[config.mk]
export PLATFORM = sky130hd
export DESIGN_NAME = etfi_front
export DESIGN_NICKNAME = d
export VERILOG_FILES = /design/src/rtl/etfi_pkg.sv /design/src/rtl/etfi_front.sv
export SDC_FILE = /design/constraint.sdc
export NUM_CORES = 1
export LEC_CHECK = 0
export BUFFER_PORTS_ARGS = -buffer_cell sky130_fd_sc_hd__buf_2
export CORE_ASPECT_RATIO = 0.6
export CORE_UTILIZATION = 35
export CTS_BUF_LIST = sky130_fd_sc_hd__clkbuf_8 sky130_fd_sc_hd__clkbuf_16
export CTS_CLUSTER_DIAMETER = 50
export DETAILED_ROUTE_END_ITERATION = 7
export PLACE_DENSITY = 0.71
export SLEW_MARGIN = 20
export SYNTH_ARGS = -nofsm -noshare
export SYNTH_HDL_FRONTEND = slang
export SYNTH_SLANG_ARGS = --single-unit
[constraint.sdc]
create_clock -name i_clk -period 4.1 [get_ports i_clk]
set_clock_uncertainty 0.2 [all_clocks]
set_input_delay 0.82 -clock i_clk [delete_from_list [all_inputs] [get_ports i_clk]]
set_output_delay 0.82 -clock i_clk [all_outputs]
set_load 0.005 [all_outputs]
[src/rtl/etfi_pkg.sv]
package etfi_pkg;

    localparam int WORD_BITS    = 32;
    localparam int FRAC_BITS    = 28;
    localparam int ITER_BITS    = 23;
    localparam int TRAP_BITS    = 31;
    localparam int CFG_IDX_BITS = 2;

    typedef logic signed [WORD_BITS-1:0] t_word;
    typedef logic [ITER_BITS-1:0]        t_iter;
    typedef logic [TRAP_BITS-1:0]        t_trap;

    localparam t_trap TRAP_NONE      = '1;
    localparam t_trap TRAP_MAX       = {{(TRAP_BITS-1){1'b1}}, 1'b0};
    localparam t_iter MAX_ITER_RESET = t_iter'(100);

    typedef enum logic [CFG_IDX_BITS-1:0] {
        CFG_MODE,
        CFG_C_REAL,
        CFG_C_IMAG,
        CFG_MAX_ITER
    } t_cfg_idx;

    typedef struct packed {
        t_word z_real;
        t_word z_imag;
        t_word c_real;
        t_word c_imag;
        t_iter max_iter;
    } t_job;

    typedef struct packed {
        logic  escaped;
        t_iter escape_index;
        t_word final_real;
        t_word final_imag;
        t_trap min_sq;
    } t_result;

endpackage

[src/rtl/etfi_front.sv]
module etfi_front (
    input  logic                                i_clk,
    input  logic                                i_rst_n,
    input  logic                                i_cfg_we,
    input  logic [etfi_pkg::CFG_IDX_BITS-1:0]   i_cfg_idx,
    input  etfi_pkg::t_word                     i_cfg_data,
    input  logic                                i_push,
    output logic                                o_full,
    input  etfi_pkg::t_word                     i_point_real,
    input  etfi_pkg::t_word                     i_point_imag,
    output logic                                o_job_push,
    input  logic                                i_job_full,
    output etfi_pkg::t_job                      o_job
);

    import etfi_pkg::*;

    logic  r_mode;
    t_word r_c_real;
    t_word r_c_imag;
    t_iter r_max_iter;

    always_ff @(posedge i_clk) begin
        if (!i_rst_n) begin
            r_mode     <= 1'b1;
            r_c_real   <= '0;
            r_c_imag   <= '0;
            r_max_iter <= MAX_ITER_RESET;
        end else if (i_cfg_we) begin
            unique case (t_cfg_idx'(i_cfg_idx))
                CFG_MODE:     r_mode     <= i_cfg_data[0];
                CFG_C_REAL:   r_c_real   <= i_cfg_data;
                CFG_C_IMAG:   r_c_imag   <= i_cfg_data;
                CFG_MAX_ITER: r_max_iter <= i_cfg_data[ITER_BITS-1:0];
            endcase
        end
    end

    // Mandelbrot: z0 = 0, c = point. Julia: z0 = point, c = constant.
    assign o_job_push     = i_push && !i_job_full;
    assign o_full         = i_job_full;
    assign o_job.z_real   = r_mode ? '0 : i_point_real;
    assign o_job.z_imag   = r_mode ? '0 : i_point_imag;
    assign o_job.c_real   = r_mode ? i_point_real : r_c_real;
    assign o_job.c_imag   = r_mode ? i_point_imag : r_c_imag;
    assign o_job.max_iter = r_max_iter;

endmodule

==> out/summary.txt <==
final antenna diode count -> 0
Mapped Nets -> 578
Synth area leader -> dfxtp_1
Pleak -> 0.003400 uW
fmax -> 0.3300 GHz
share of layout cells above drive strength 1 -> 0.4810
Worst R2R Start -> r_mode$_SDFFE_PN1P_
Detailed Routing Iterations Pass 1 -> 4
Final HPWL DP -> 8.427 mm
max_slew headroom -> 0.4460
Peak VDD IR -> 0.0001816 V
Tmin final -> 3.030 ns
synthesized area -> 4559 sq um
vias -> 3,978
Routed Antenna Nets -> 0
Hold Path End -> r_max_iter[17]$_SDFFE_PN0P_
GR Overflow Total -> 0
Max Cap Violations -> 0
status -> complete, no violations
Ys Warns -> 0
largest net degree at the start of global routing -> 58
CP endpoint kind -> primary output
Gate Count Post-Synth -> 475
Die ar. -> 13,500 sq um
cell depth of the worst hold path -> 2
CTS root buf -> clkbuf_16
count leader, synth -> nand2_1
post-route clock period utilization -> 0.7390
I/O Buffers -> 255
number of synthesized flops with an enable pin -> 0
initial detailed-routing violation count -> 88
die height -> 90.41 microns
H-tree levels -> 3
most frequent cells after synthesis -> nand2_1, dfxtp_1, mux2i_1
ys async rst share -> 0
Yosys reg bits -> 88
CTS tree -> yes
Fin. Hold Viols -> 0
sequential-to-total area share from yosys stat -> 0.3864
setup violators final -> 0
R2R Path End -> r_mode$_SDFFE_PN1P_
Layout area overhead -> 34.69%
GRT Util Overall -> 0.1682
R2R cell count -> 2
antenna violations before repair -> 0
setup repair after global routing missed its margin -> false
Num CTS Buffers -> 9
HP Class -> reg2reg
Pins Over Slew Limit -> 0
Cell Pwr Density -> 333.6 nW/um^2
post-CTS setup buffer count -> 0
hold slack -> 0.2547 ns
first-pass GRT wire length -> 17.91 mm
Die W -> 149.3 microns
reg2reg setup slack -> 2.78 ns
RePlAce Congestion -> 0.7570
worst-margin pin slew -> 0.8300 ns
core area -> 12,370 sq um
Post-CTS Hold Fix Bufs -> 0
critical path launch point type -> flip-flop
Avg WL per Cell -> 13.14 microns
CTS Buffer Depth -> 2
Final Power -> 2048 uW
CTS sink count -> 88
fin nets -> 808
post-CTS sizing -> 0
Avg Cell Area, Syn -> 9.599 sq um
Routed WL -> 11.49 mm
ys flop type -> dfxtp_1
Critical Path AT -> 2.01 ns
number of vias per cell -> 4.551
worst path required time -> 3.08 ns
Post-Route Setup TNS -> 0 ns
post-synth top area share -> 0.3864
clock latency on the worst-skew pair -> 0.33 ns
hold_sp -> r_max_iter[17]$_SDFFE_PN0P_
top cells by area, synth -> dfxtp_1, mux2i_1, mux2_2
vias in the first global route -> 3,688
Rows -> 31
IO Pins -> 256
Initial Utilization -> 0.3685
synth unique cells -> 17
Worst-path clk slew -> 0.06 ns
CP Class -> reg2out
Crit Path Max Fanout -> 56
DRC Markers -> 0
-- report_power, final --
group          switching [uW]  internal [uW]
clock network             321            499
logic                     143            175
registers                24.5            886
total                     488           1560
-- worst max path at each step --
stage | from | to | slack [ns] | cells past startpoint
5_1_grt | r_mode$_SDFFE_PN1P_ | o_job[42] | 0.88 | 3
3_5_place_dp | r_mode$_SDFFE_PN1P_ | o_job[76] | 1.40 | 3
3_3_place_gp | r_mode$_SDFFE_PN1P_ | o_job[42] | 1.43 | 3
6_report | r_mode$_SDFFE_PN1P_ | o_job[42] | 1.07 | 3
4_1_cts | r_mode$_SDFFE_PN1P_ | o_job[42] | 1.03 | 3
2_1_floorplan | i_point_imag[0] | o_job[23] | 2.01 | 1
-- sequential cells by signal, summed over array words and instances (netlist names) --
register and count:
r_c_imag 32, r_c_real 32, r_max_iter 23, r_mode 1
-- metrics by stage --
stage / utilization / cells / cell area, sq um / setup WS [ns]
floorplan: - / 475 / 4559 / 2.005
global placement: 0.4722 / 859 / 5843 / 1.429
detailed placement: 0.4722 / 859 / 5843 / 1.397
CTS: 0.4963 / 874 / 6141 / 1.031
global route: 0.4963 / 874 / 6141 / 0.8849
finish: 0.4963 / 874 / 6141 / 1.070
-- area by class of cell --
type	instances	area [sq um]
inverters	4	15.01
repair buffers	260	1329
flip-flops and latches	88	1765
multi-input cells	342	2527
fillers	1160	6232
clock inverters	5	47.55
well taps	165	206.4
clock buffers	10	250.2
-- per-layer routing --
metal	GRT usage	share of wire
met1	0.2124	0.48
met2	0.2770	0.45
met3	0.05455	0.065
met4	0.03571	0.0071
met5	0	0
-- worst max-delay path: stages (launching register included) --
cell     delay (ns)
dfxtp_4        0.77
buf_4          0.39
mux2_2         0.37
buf_2          0.13
-- cell usage in the layout, fill, tap and decap left out, drive strengths merged, types with 2 or more instances in the layout --
cell type / instances
buf: 260
nand2: 116
dfxtp: 88
mux2i: 84
nor2b: 65
mux2: 64
clkbuf: 10
inv: 6
o211ai: 4
nand4: 3
nand3b: 2
clkinv: 2
-- cells by family after synthesis --
| group | after synthesis | share of synthesized area |
|---|---|---|
| buffers and inverters | 45 | 0.06037 |
| and+or+nand+nor | 190 | 0.2042 |
| DFF | 88 | 0.3864 |
| AOI/OAI and AO/OA | 4 | 0.006586 |
| muxes | 148 | 0.3425 |
Note: power is estimated with default switching activity, not from simulation.
