**config.mk**
```make
export PLATFORM = sky130hd
export DESIGN_NAME = etfi_fifo
export DESIGN_NICKNAME = d
export VERILOG_FILES = /design/src/rtl/etfi_fifo.sv
export SDC_FILE = /design/constraint.sdc
export NUM_CORES = 1
export LEC_CHECK = 0
export ABC_AREA = 0
export BUFFER_PORTS_ARGS = -buffer_cell sky130_fd_sc_hd__buf_2
export CORE_ASPECT_RATIO = 1.2
export CORE_MARGIN = 2
export CORE_UTILIZATION = 30
export CTS_CLUSTER_DIAMETER = 150
export CTS_CLUSTER_SIZE = 16
export DETAILED_ROUTE_END_ITERATION = 16
export PLACE_DENSITY = 0.52
export SYNTH_ARGS = -nofsm -noshare
export SYNTH_HDL_FRONTEND = slang
export SYNTH_SLANG_ARGS = --single-unit
```
**constraint.sdc**
```tcl
create_clock -name i_clk -period 1.55 [get_ports i_clk]
set_clock_uncertainty 0.1 [all_clocks]
set_input_delay 0.465 -clock i_clk [delete_from_list [all_inputs] [get_ports i_clk]]
set_output_delay 0.465 -clock i_clk [all_outputs]
set_load 0.1 [all_outputs]
```
**src/rtl/etfi_fifo.sv**
```systemverilog
module etfi_fifo #(
    parameter int WIDTH = 8,
    parameter int DEPTH = 2
) (
    input  logic             i_clk,
    input  logic             i_rst_n,
    input  logic             i_push,
    input  logic [WIDTH-1:0] i_data,
    output logic             o_full,
    input  logic             i_pop,
    output logic [WIDTH-1:0] o_data,
    output logic             o_empty
);

    localparam int PTR_BITS = (DEPTH > 1) ? $clog2(DEPTH) : 1;
    localparam int CNT_BITS = $clog2(DEPTH + 1);
    localparam logic [PTR_BITS-1:0] LAST_PTR = PTR_BITS'(DEPTH - 1);
    localparam logic [CNT_BITS-1:0] FULL_CNT = CNT_BITS'(DEPTH);

    logic [WIDTH-1:0]    r_mem [DEPTH];
    logic [PTR_BITS-1:0] r_wptr;
    logic [PTR_BITS-1:0] r_rptr;
    logic [CNT_BITS-1:0] r_count;
    logic                do_push;
    logic                do_pop;

    assign o_full  = (r_count == FULL_CNT);
    assign o_empty = (r_count == '0);
    assign do_push = i_push && !o_full;
    assign do_pop  = i_pop && !o_empty;
    assign o_data  = r_mem[r_rptr];

    always_ff @(posedge i_clk) begin
        if (!i_rst_n) begin
            r_wptr  <= '0;
            r_rptr  <= '0;
            r_count <= '0;
        end else begin
            if (do_push) begin
                r_wptr <= (r_wptr == LAST_PTR) ? '0 : r_wptr + 1'b1;
            end
            if (do_pop) begin
                r_rptr <= (r_rptr == LAST_PTR) ? '0 : r_rptr + 1'b1;
            end
            case ({do_push, do_pop})
                2'b10:   r_count <= r_count + 1'b1;
                2'b01:   r_count <= r_count - 1'b1;
                default: r_count <= r_count;
            endcase
        end
    end

    always_ff @(posedge i_clk) begin
        if (do_push) begin
            r_mem[r_wptr] <= i_data;
        end
    end

endmodule

```
==> results.yml, run 1 <==
drt:
  topRoutingLayerUsed: "met3"
  via_per_inst: 4.386
  first_pass_iters: 1
  drc: 0
  wl_per_cell_um: 11.99
  dr_wl_met3_um: 72
  ant_nets: 0
  first_iter_violations: 0
  route.vias.total: 500
  wl_mm: 1.367
  m1WireLength_um: 526
  wl_met2_um: 768
setup_path:
  r2r-start: "r_count[1]"
  start_kind: "register"
  reg2reg_depth: 5
  reg2reg_to: "r_count[1]"
  crit_arrival_ns: 1.25
  slowest_stage: "dfxtp_2"
  path_delay_family: "flip-flops"
  rrSetupSlack_ns: 0.05
  cp.required_ns: 0.98
  path_class: "register to primary output"
  cp_max_fo: 4
  max_stage_delay_ns: 0.36
  critPathBufInv: 2
  endpoint_kind: "primary output"
  path_cells: "buf_6 > mux2_4 > buf_12"
global_routing:
  grt_overflow: 0
  grtUsageTotal_pct: 10.46
  grt_max_degree: 12
  grt_pass1_wl_mm: 2.346
  grt_pass1_vias: 531
  antenna_found_initial: 0
placement:
  hpwlAfterDp_mm: 1.075
  postPlaceCellArea_um2: 1186
  dp.cells: 110
  portBuffers: 21
  gp_congestion: 0.6389
clocking:
  cts_buffers: 3
  clkTransAtPathRegs_ns: 0.11
  cts_setup_buffers: 0
  clockRootBuffer: "clkbuf_4"
  cts_tree: "done"
  h-tree-depth: 1
  clk_latency_ns: 0.29
  clockBufferDepth: 2
  cts.sinks: 21
sta:
  final.setup.tns_ns: -2.262
  hold_violations: 0
  relSlewSlack_pct: 74.59
  finalCritPeriodShare_pct: 117.2
  fin_crit_ns: 1.817
  holdWs_ns: 0.2584
  tightestPinTransition_ns: 0.3811
  final-setup-viol-count: 10
  setup_ws_ns: -0.2671
  fmax_ghz: 0.5503
  maxSlewViolCount: 0
  grt_setup_unrepaired: "true"
synth:
  yosys.area.top_type: "edfxtp_1"
  synth_edf_count: 16
  yosys_most_used_dff: "edfxtp_1"
  yosysSeqAreaShare_pct: 71.60
  ys_top_cells_by_count: "edfxtp_1, mux2_2, dfxtp_1, xnor2_1"
  yosys_register_bits: 21
  synthCells: 51
  synth_area_per_cell_um2: 15.90
  yosysTopAreaCellShare_pct: 59.26
  yosysMostFrequentCell: "edfxtp_1"
  syn_nets: 64
  netlist_top_cells_area: "edfxtp_1, dfxtp_1, mux2_2"
  synth.distinct_cells: 18
  syn_area_um2: 810.8
  yosys_warnings: 0
  synthArstFlopShare_pct: 0
worst_hold_path:
  min_to: "r_mem[1][6]"
  hold_class: "primary input to register"
  min_from: "i_data[6]"
  whs_path_depth: 1
floorplan:
  rows: 20
  die_w_um: 51.46
  die_y_um: 60.95
  initial_core_util_pct: 31.76
  dieArea_um2: 3136
  pin_count: 22
  fp.coreArea_um2: 2552
final_layout:
  final_cells: 114
  area_delta_synth_final_pct: 55.25
  drive_gt1_share_pct: 58.02
  filler_cell_count: 247
  nNetsFinal: 95
  fin_area_um2: 1259
  n_antenna_cell: 0
run:
  maxCapViolCount: 0
outcome:
  violations: "negative setup slack"
  status: "finished with violations"
cell families (layout without fill, tap and decap cells):
logic type      Yosys count  in the layout  synth area share, %
flops                    21             21                71.61
simple gates              9              9                6.636
mux                       8              8                11.11
compound gates            5              5                4.012
buf+inv                   4             34                1.851
xor+xnor                  3              3                3.241
fa+ha+maj                 1              1                1.543
metrics by stage:
step                      worst slack, ns  utilization (%)
after floorplan                   -0.1553                -
after global placement           -0.07893            46.47
after detailed placement          -0.1379            46.47
after CTS                         -0.2796            49.22
after global routing              -0.3214            49.31
final                             -0.2671            49.31
worst max-delay path by stage:
stage / from / endpoint / slack, ns / cells after the start
global placement: i_pop / r_count[1] / -0.08 / 5
finish: register / o_data[3] / -0.27 / 3
CTS: register / o_data[3] / -0.28 / 3
detailed placement: i_pop / r_count[1] / -0.14 / 5
floorplan: r_count[1] / o_empty / -0.16 / 1
global route: register / o_data[4] / -0.32 / 3
metal layers:
metal,up-vias,global-route usage [%]
li1,244,-
met1,241,10.57
met2,15,20.15
met3,0,2.709
met4,0,4.511
met5,-,0
flip-flops by register name, summed over array words and instances, names as in the netlist, named ones only:
| name | flops |
|---|---|
| r_count | 2 |
| r_wptr | 1 |
| r_mem | 16 |
| r_rptr | 1 |
placed cells by master, fill, tap and decap left out:
cell type and n:
nor2_4 1, dfxtp_2 2, dfxtp_1 2, buf_12 10, buf_6 4, mux2_4 8
o21a_1 1, nor2b_1 2, clkinv_4 1, inv_2 1, and2_1 1, nand2b_4 1
ha_4 1, o21ai_0 2, clkbuf_1 1, dfxtp_4 1, a21boi_1 2, or3_1 2
edfxtp_1 16, xnor2_1 3, buf_2 11, nand2_2 1, and3_1 1, clkbuf_4 3
inv_1 1, buf_4 2
cell type report:
class	count	area (µm²)	share of cell area (%)
inverter	3	16.27	1.292
tap	33	41.29	3.280
multi-input combinational	26	272.8	21.67
timing repair buffer	27	315.3	25.05
sequential	21	586.8	46.62
clock buffer	4	26.28	2.087
what timing repair did:
action | 4_1_cts | 5_1_grt
resized for setup | 11 | 2
pin swaps | 1 | 1
setup endpoints to repair | 11 | 11
hold endpoints to repair | 0 | 0
hold buffers | 0 | 0
Power of run 1 is left out: the tool's default activity adds up to more than one toggle a clock period on the data nets, which glitch-free logic cannot reach.
==> run 2: changes to the inputs <==
Settings changed: CORE_ASPECT_RATIO 1.2 to 0.8.
==> results.yml, run 2 (synthesis gave the netlist of run 1 again) <==
drt:
  ant_nets: 0
  route.vias.total: 509
  first_iter_violations: 4
  via_per_inst: 4.172
  wl_mm: 1.554
  first_pass_iters: 2
  wl_per_cell_um: 12.74
  drc: 0
setup_path:
  cp_max_fo: 8
  cp.required_ns: 0.98
  reg2reg_depth: 6
  endpoint_kind: "primary output"
  start_kind: "register"
  path_class: "register to primary output"
  crit_arrival_ns: 1.28
  rrSetupSlack_ns: -0.06
global_routing:
  grtUsageTotal_pct: 10.51
  grt_overflow: 0
  grt_max_degree: 13
  grt_pass1_wl_mm: 2.408
  antenna_found_initial: 0
  grt_pass1_vias: 555
clocking:
  holdBufCountCts: 0
  clk_latency_ns: 0.30
  cts.sinks: 21
  clkTransAtPathRegs_ns: 0.11
  h-tree-depth: 1
  cts_tree: "done"
  cts_buffers: 3
  clockBufferDepth: 2
  clockRootBuffer: "clkbuf_4"
sta:
  grt_setup_unrepaired: "true"
  relSlewSlack_pct: 85.08
  fmax_ghz: 0.5422
  setup_ws_ns: -0.2943
  final-setup-viol-count: 11
  tightestPinTransition_ns: 0.2221
  final.setup.tns_ns: -2.523
  finalCritPeriodShare_pct: 119.0
  hold_violations: 0
  maxSlewViolCount: 0
  fin_crit_ns: 1.844
  holdWs_ns: 0.2458
final_layout:
  drive_gt1_share_pct: 67.44
  n_antenna_cell: 0
  area_delta_synth_final_pct: 66.51
  final_common_cell: "edfxtp_1"
  nNetsFinal: 100
  final_cell_mix: "edfxtp_1, buf_2, buf_12"
  regMostFlops: "r_mem"
  top_regs: "r_mem (16), r_count (2)"
  largest_reg_flops: 16
placement:
  portBuffers: 21
  preCtsSetupSlack_ns: -0.1091
  gp_congestion: 0.7921
floorplan:
  rows: 16
  die_w_um: 62.12
  dieArea_um2: 3137
  pin_count: 22
  die_y_um: 50.50
  fp.coreArea_um2: 2502
  initial_core_util_pct: 32.40
outcome:
  violations: "negative setup slack"
  status: "finished with violations"
run:
  maxCapViolCount: 0
worst_hold_path:
  hold_class: "primary input to register"
  whs_path_depth: 1
-- run 2: cell count changes in the layout (fill, tap and decap cells not counted), sizes merged --
| cell | before | now |
|---|---|---|
| clkbuf | 4 | 3 |
| inv | 2 | 3 |
| buf | 27 | 32 |
-- run 2: layer usage --
metal	vias up	GRT usage (%)	share of wire, %
met4	0	2.222	0.90
met3	2	5.381	6.5
met2	15	19.57	52
li1	254	-	-
met5	-	0	0
met1	238	10.67	41
-- run 2: path summary, 6_finish.rpt --
check	start	end
setup / recovery	register	o_data[7]
hold / removal	i_data[3]	r_mem[1][3]
setup reg to reg	r_count[0]	r_count[1]
hold reg to reg	r_wptr	r_wptr
-- run 2: through the flow --
stage	util (%)	area [µm²]	instances
finish	53.95	1350	122
global route	53.95	1350	122
CTS	51.40	1286	120
detailed placement	48.35	1210	114
global placement	48.35	1210	114
floorplan	-	849.6	51
-- run 2: critical path, cell delays in order, from the launching register on --
cell and delay, ns:
dfxtp_2 0.36, buf_12 0.13, mux2_4 0.32, buf_12 0.17
-- run 2: repair_timing --
action | CTS | global route
resized for setup | 10 | 11
buffers inserted | 3 | 2
pin swaps | 3 | 7
endpoints found under the setup margin | 12 | 20
-- run 2: final cells by class --
type / count / area [µm²]
clock inverters: 1 / 5.005
multi-input cells: 26 / 309.0
fillers: 210 / 1152
well taps: 36 / 45.04
repair buffers: 32 / 357.8
clock buffers: 3 / 22.52
inverters: 3 / 23.77
flip-flops and latches: 21 / 586.8
Power of run 2 is left out for the same reason.
==> run 3: changes to the inputs <==
--- a/config.mk
+++ b/config.mk
@@ -10,9 +10,10 @@
 export CORE_ASPECT_RATIO = 0.8
 export CORE_MARGIN = 2
-export CORE_UTILIZATION = 30
+export CORE_UTILIZATION = 44
 export CTS_CLUSTER_DIAMETER = 150
 export CTS_CLUSTER_SIZE = 16
 export DETAILED_ROUTE_END_ITERATION = 16
-export PLACE_DENSITY = 0.52
+export PLACE_DENSITY = 0.71
+export SKIP_CTS_REPAIR_TIMING = 1
 export SYNTH_ARGS = -nofsm -noshare
 export SYNTH_HDL_FRONTEND = slang
--- a/constraint.sdc
+++ b/constraint.sdc
@@ -3,3 +3,3 @@
 set_input_delay 0.465 -clock i_clk [delete_from_list [all_inputs] [get_ports i_clk]]
 set_output_delay 0.465 -clock i_clk [all_outputs]
-set_load 0.1 [all_outputs]
+set_load 0.005 [all_outputs]
==> results.yml, run 3 (synthesis gave the netlist of run 1 again) <==
worst_hold_path:
  whs_path_depth: 1
  hold_class: "primary input to register"
setup_path:
  crit_arrival_ns: 1.19
  endpoint_kind: "primary output"
  start_kind: "register"
  cp.required_ns: 0.98
  path_class: "register to primary output"
  reg2reg_depth: 5
  cp_max_fo: 4
clocking:
  clk_latency_ns: 0.29
  clockRootBuffer: "clkbuf_4"
  clkTransAtPathRegs_ns: 0.10
  clockBufferDepth: 2
  cts_buffers: 3
  cts_tree: "done"
  h-tree-depth: 1
  cts.sinks: 21
outcome:
  status: "finished with violations"
  violations: "negative setup slack"
final_layout:
  final_cells: 108
  filler_cell_count: 101
  n_antenna_cell: 0
  final_cell_mix: "edfxtp_1, buf_2, buf_6"
  multi_input_area_um2: 285.3
  drive_gt1_share_pct: 61.63
  register_area_um2: 589.3
  largest_reg_flops: 16
  nNetsFinal: 100
  final_common_cell: "edfxtp_1"
  regMostFlops: "r_mem"
  top_regs: "r_mem (16), r_count (2)"
  post-route-util_pct: 71.47
  area_delta_synth_final_pct: 47.69
placement:
  hpwlAfterDp_um: 886.3
  portBuffers: 21
  gp_congestion: 0.7664
  dp.cells: 100
floorplan:
  rows: 13
  fp.coreArea_um2: 1675
  pin_count: 22
  initial_core_util_pct: 48.39
  die_w_um: 52.00
  dieArea_um2: 2204
  die_y_um: 42.40
global_routing:
  grt_overflow: 0
  antenna_found_initial: 0
  grt_pass1_wl_mm: 1.966
  grt_max_degree: 12
  grtUsageTotal_pct: 12.53
  grt_pass1_vias: 468
power:
  irDropWorstVdd_uv: 997.7
  leakagePower_nw: 0.4952
  p_per_area_nw_per_um2: 1663
  p_total_w: 0.001992
sta:
  setup_ws_ns: -0.2039
  maxSlewViolCount: 0
  grt_setup_unrepaired: "true"
  fmax_ghz: 0.5702
  tightestPinTransition_ns: 0.3869
  finalCritPeriodShare_pct: 113.2
  relSlewSlack_pct: 74.21
  fin_crit_ns: 1.754
  final-setup-viol-count: 8
  hold_violations: 0
drt:
  drc: 0
  wl_mm: 1.386
  ant_nets: 0
  wl_per_cell_um: 12.83
  first_iter_violations: 4
  via_per_inst: 4.667
  first_pass_iters: 3
  route.vias.total: 504
run:
  maxCapViolCount: 0
## run 3: cell count changes in the layout (fill, tap and decap cells not counted), sizes merged
cell / before / now
clkinv: 1 / 0
clkbuf: 3 / 4
## run 3: through the flow
step / worst slack, ns / setup TNS, ns / hold slack, ns / area [µm²]
3_5_place_dp: -0.1050 / -0.4599 / 0.3738 / 992.2
3_3_place_gp: -0.04780 / -0.2760 / 0.3720 / 992.2
4_1_cts: -0.2511 / -2.007 / 0.2421 / 1018
6_report: -0.2039 / -1.544 / 0.2509 / 1197
5_1_grt: -0.2611 / -2.153 / 0.2355 / 1197
2_1_floorplan: 0.02711 / 0 / 0.3570 / 810.8
## run 3: power by group
part / internal [W] / switching [W]
clock: 0.000100 / 0.000139
combinational: 0.000606 / 0.000330
sequential: 0.000742 / 0.0000745
total: 0.00145 / 0.000543
## run 3: final cells by class
class	instances	share of cell area, %
clock buffers	4	2.194
inverters	3	1.149
multi-input cells	26	23.82
flip-flops and latches	21	49.22
well taps	22	2.299
repair buffers	32	21.32
## run 3: worst paths after layout
kind                                  from          end  slack (ns)
worst min register to register      r_wptr       r_wptr        0.40
worst max register to register  r_count[0]  r_mem[0][5]        0.03
worst min-delay path             i_data[6]  r_mem[1][6]        0.25
worst max-delay path              register    o_data[1]       -0.20
## run 3: metal layers
layer / up-vias / GRT usage, % / wire length [µm]
li1: 254 / - / -
met4: 0 / 6.316 / 0
met5: - / 0 / 0
met3: 0 / 4.286 / 61
met1: 237 / 14.62 / 612
met2: 13 / 20.25 / 712
## run 3: worst max-delay path, stage by stage (launching register included)
cell and delay (ns):
dfxtp_2 0.35, buf_6 0.12, mux2_4 0.31, buf_6 0.12
Power figures use the tool's default switching activity.
